<file path="src/rtl/sop_div.sv">
module sop_div #(
   parameter int DvdW = 31,
   parameter int DsrW = 13
) (
   input  logic                           clock,
   input  logic                           reset,
   input  logic                           start,
   input  logic [$clog2(DvdW+1)-1:0]      steps,
   input  logic [DvdW-1:0]                dividend,
   input  logic [DsrW-1:0]                divisor,
   output logic                           busy,
   output logic [DvdW-1:0]                quotient,
   output logic [DsrW-1:0]                remainder
);

   localparam int StepW = $clog2(DvdW+1);

   logic             busy_ff, busy_in;
   logic [StepW-1:0] steps_ff, steps_in;
   logic [DvdW-1:0]  dvd_ff, dvd_in;
   logic [DvdW-1:0]  quo_ff, quo_in;
   logic [DsrW-1:0]  rem_ff, rem_in;
   logic [DsrW-1:0]  dsr_ff, dsr_in;
   logic [DsrW:0]    trial;
   logic [DsrW:0]    diff;
   logic             fits;

   // One restoring step per cycle: bring down the next dividend bit and
   // subtract the divisor when it fits.
   assign trial = {rem_ff, dvd_ff[DvdW-1]};
   assign diff  = trial - {1'b0, dsr_ff};
   assign fits  = trial >= {1'b0, dsr_ff};

   always_comb begin
      busy_in  = busy_ff;
      steps_in = steps_ff;
      dvd_in   = dvd_ff;
      quo_in   = quo_ff;
      rem_in   = rem_ff;
      dsr_in   = dsr_ff;
      if (start) begin
         busy_in  = steps != '0;
         steps_in = steps;
         dvd_in   = dividend;
         quo_in   = '0;
         rem_in   = '0;
         dsr_in   = divisor;
      end else if (busy_ff) begin
         dvd_in   = dvd_ff << 1;
         quo_in   = {quo_ff[DvdW-2:0], fits};
         rem_in   = fits ? diff[DsrW-1:0] : trial[DsrW-1:0];
         steps_in = steps_ff - StepW'(1);
         if (steps_ff == StepW'(1)) begin
            busy_in = 1'b0;
         end
      end
   end

   always_ff @(posedge clock) begin
      if (reset) begin
         busy_ff  <= 1'b0;
         steps_ff <= '0;
      end else begin
         busy_ff  <= busy_in;
         steps_ff <= steps_in;
      end
   end

   always_ff @(posedge clock) begin
      dvd_ff <= dvd_in;
      quo_ff <= quo_in;
      rem_ff <= rem_in;
      dsr_ff <= dsr_in;
   end

   assign busy      = busy_ff;
   assign quotient  = quo_ff;
   assign remainder = rem_ff;

endmodule

</file>
<file path="config.mk">
export PLATFORM = sky130hd
export DESIGN_NAME = sop_div
export DESIGN_NICKNAME = d
export VERILOG_FILES = /design/src/rtl/sop_div.sv
export SDC_FILE = /design/constraint.sdc
export NUM_CORES = 1
export LEC_CHECK = 0
export BUFFER_PORTS_ARGS = -buffer_cell sky130_fd_sc_hd__buf_2
export CORE_MARGIN = 2
export CORE_UTILIZATION = 56
export CTS_BUF_LIST = sky130_fd_sc_hd__clkbuf_8
export DETAILED_ROUTE_END_ITERATION = 7
export PLACE_DENSITY_LB_ADDON = 0.2
export SYNTH_ARGS = -nofsm -noshare
export SYNTH_HDL_FRONTEND = slang
export SYNTH_SLANG_ARGS = --single-unit
</file>
<file path="constraint.sdc">
create_clock -name clock -period 3.15 [get_ports clock]
set_clock_uncertainty 0.05 [all_clocks]
set_input_delay 0.1575 -clock clock [delete_from_list [all_inputs] [get_ports clock]]
set_output_delay 0.1575 -clock clock [all_outputs]
set_load 0.01 [all_outputs]
</file>
==> flow_summary_export.csv <==
group,metric,value,unit
setup_path,criticalPathCategory,"register to register",
floorplanning,dieArea,0.00845,mm²
timing,period_minus_slack,2.77,ns
synthesis,synth_common_cells,"nor2_1 (56), dfxtp_1 (50), edfxtp_1 (44), mux2i_1 (40), mux2_2 (31)",
grt,top_usage_layer,"met2",
placed_design,place_congestion,0.827,
placed_design,port_buffers,96,
setup_path,worstPathMaxFanout,16,
setup_path,cp-start-kind,"register",
timing,fin_tns_setup,0,ns
timing,fin_crit_sh,0.879,
synthesis,synth.avg_cell_area,11.8,µm²
layout,syn2layout_area_growth,21.0,%
synthesis,synth_cells,368,
synthesis,syn-num-nets,436,
floorplanning,start_util,0.569,
floorplanning,die_h,91.9,µm
min_path,hp-class,"input port to register",
timing,finalSetupViolCount,0,
route,vias,3031,
power_and_ir_drop,power.leakage,2.29,nW
grt,grt_usage,0.191,
power_and_ir_drop,pwr_density_cell,499,mW/mm²
synthesis,seq_area_frac_synth,0.537,
clock_network,postCtsSetupBuffers,0,
clock_network,cts-root-buf,"clkbuf_8",
route,dr.first_iter.drc_count,101,
placed_design,hpwl,5.56,mm
grt,gr-total-overflow,0,
floorplanning,die-width,91.9,µm
layout,regArea,0.00232,mm²
layout,antenna_cells,0,
setup_path,critPathArrivalTime,2.98,ns
flow_run,drv_cap,0,
clock_network,numCtsBuffers,9,
synthesis,synth.ff_latch_count,94,
grt,grt_max_degree,67,
layout,nFillCells,618,
run_status,status,"complete, no violations",
setup_path,cp.required,3.36,ns
floorplanning,io_pins,97,
grt,antenna_found_initial,0,
timing,timing.fmax,361,MHz
route,ant_nets,0,
clock_network,tritoncts,"yes",
synthesis,ys_top_cells_by_area,"edfxtp_1 (31%), dfxtp_1 (23%), mux2i_1 (9.3%), mux2_2 (8.1%), nor2_1 (4.9%)",
setup_path,max_stage_delay,0.42,ns
clock_network,worstSkewPairLatency,0.35,ns
layout,fin_nets,545,
synthesis,ys_warn_count,0,
timing,finalHoldWorstSlack,0.0251,ns
synthesis,synth_cell_type_count,47,
floorplanning,fp-row-count,32,
setup_path,slowest_stage,"a21o_1",
clock_network,cts.htree.levels,3,
clock_network,clk_pin_slew,0.09,ns
layout,multiInputGateArea,0.00184,mm²
min_path,min_from,"steps[4]",
grt,grt_pass1_wl,13.0,mm
timing,hold_violations,0,
setup_path,crit_path_start,"dvd_ff[30]$_DFFE_PP_",
route,drcViolationCount,0,
route,dr.pass1.iters,4,
grt,use_met1,0.262,
synthesis,synth-async-reset-ratio,0,
setup_path,rr_startpoint,"dvd_ff[30]$_DFFE_PP_",
synthesis,yosysTopAreaCellShare,0.305,
grt,grtUsageMet3,0.0370,
timing,grt_setup_unrepaired,"no",
route,routedWlPerCell,13.6,µm
synthesis,syn_area,0.00433,mm²
route,postRouteWirelength,7.96,mm
synthesis,synth.most_common_cell,"nor2_1",
floorplanning,placeableCoreArea,0.00761,mm²
setup_path,critical_path.cell_chain,"inv_1 -> ha_1 -> inv_1 -> fa_1 -> a21o_1 -> a221oi_4 -> nand2_2 -> a21o_1 -> mux2_2 -> o22ai_1",
synthesis,synth-edff-count,44,
route,vias_per_cell,5.19,
timing,slew_headroom,0.514,
synthesis,synth_top_cell_by_area,"edfxtp_1",
grt,use_met2,0.310,
synthesis,synth_ff_type,"dfxtp_1",
clock_network,cts_sinks,94,
layout,drive_gt1_frac,0.317,
clock_network,clk_path_buf_depth,2,
timing,finalMaxSlewViolations,0,
setup_path,endpoint_kind,"register",
timing,tightest_slew,0.729,ns
grt,grt_pass1_vias,2836,
power_and_ir_drop,max-vdd-ir-drop,0.259,mV
==> worst max-delay path: cells and delay by family (launching register included) <==
| kind | cells | cell delay, ns |
|---|---|---|
| fa+ha+maj | 2 | 0.55 |
| buf+inv | 2 | 0.14 |
| flops | 1 | 0.37 |
| mux | 1 | 0.38 |
| compound gates | 4 | 1.12 |
| simple gates | 1 | 0.07 |
==> kinds of logic after synthesis <==
group | count (synthesis) | synth area share
AO/OA/AOI/OAI | 51 | 0.0865
adder cells (fa/ha/maj) | 16 | 0.0480
multiplexers | 71 | 0.173
AND/OR/NAND/NOR | 86 | 0.0899
XOR/XNOR | 14 | 0.0283
flip-flops | 94 | 0.537
buffers and inverters | 36 | 0.0373
==> timing repair <==
| item | 4_1_cts | 5_1_grt |
|---|---|---|
| hold endpoints to repair | 19 | 0 |
| resized for setup | 0 | 0 |
| hold buffers | 18 | 0 |
==> per-stage QoR <==
| step | setup WS, ns | power [mW] | cell area [µm²] | instances | utilization |
|---|---|---|---|---|---|
| 3_5_place_dp | 0.375 | 1.90 | 4880 | 550 | 0.641 |
| 2_1_floorplan | 0.678 | 1.79 | 4330 | 368 | - |
| 3_3_place_gp | 0.474 | 1.88 | 4880 | 550 | 0.641 |
| 4_1_cts | 0.357 | 2.64 | 5240 | 584 | 0.688 |
| 6_report | 0.382 | 2.61 | 5240 | 584 | 0.688 |
| 5_1_grt | 0.198 | 2.74 | 5240 | 584 | 0.688 |
==> placed cells by master, fill, tap and decap left out, drive strengths merged, types with 2 or more instances in the layout <==
cell type | synthesis | routed
buf | 7 | 99
nor2 | 56 | 56
dfxtp | 50 | 50
edfxtp | 44 | 44
mux2i | 40 | 40
mux2 | 31 | 31
inv | 17 | 20
dlygate4sd3 | 0 | 18
ha | 15 | 15
a211oi | 12 | 12
a21oi | 9 | 9
clkbuf | 12 | 9
xor2 | 8 | 8
a21o | 8 | 8
nand2 | 8 | 8
xnor2 | 6 | 6
o21ai | 5 | 5
o21a | 4 | 4
nand4 | 3 | 3
a311oi | 3 | 3
nand2b | 3 | 3
nand3 | 2 | 2
or3 | 2 | 2
or3b | 2 | 2
nor3 | 2 | 2
o211ai | 2 | 2
o22ai | 2 | 2
clkinvlp | 0 | 2
clkinv | 0 | 2
==> worst paths after layout <==
check,endpoint,slack [ns],depth (start not counted)
max,remainder[0]$_SDFFE_PP0P_,0.38,10
min,steps_ff[4]$_SDFFE_PP0P_,0.03,3
max reg2reg,remainder[0]$_SDFFE_PP0P_,0.38,10
min reg2reg,remainder[6]$_SDFFE_PP0P_,0.47,2
==> sequential cells by signal, indices dropped and copies added, names as in the netlist <==
| signal | flops |
|---|---|
| dvd_ff | 31 |
| quotient | 31 |
| dsr_ff | 13 |
| remainder | 13 |
| steps_ff | 5 |
| busy | 1 |
==> power breakdown <==
| group | total, mW | internal (mW) | switching, mW |
|---|---|---|---|
| Sequential | 1.41 | 1.37 | 0.0446 |
| Combinational | 0.472 | 0.232 | 0.240 |
| Clock | 0.728 | 0.297 | 0.431 |
==> cell type report <==
class / instances / share of cell area
Clock inverter: 7 / 0.0108
Inverter: 17 / 0.0122
Multi-Input combinational cell: 238 / 0.352
Sequential cell: 94 / 0.444
Timing Repair Buffer: 117 / 0.133
Clock buffer: 9 / 0.0237
Tap cell: 102 / 0.0244
==> metal layers <==
metal  wire (µm)  vias to the layer above
met5           0                        -
met3         413                        6
met2        3700                       74
met1        3790                     1420
met4          62                        0
li1            -                     1531
Note: power is estimated with default switching activity, not from simulation.
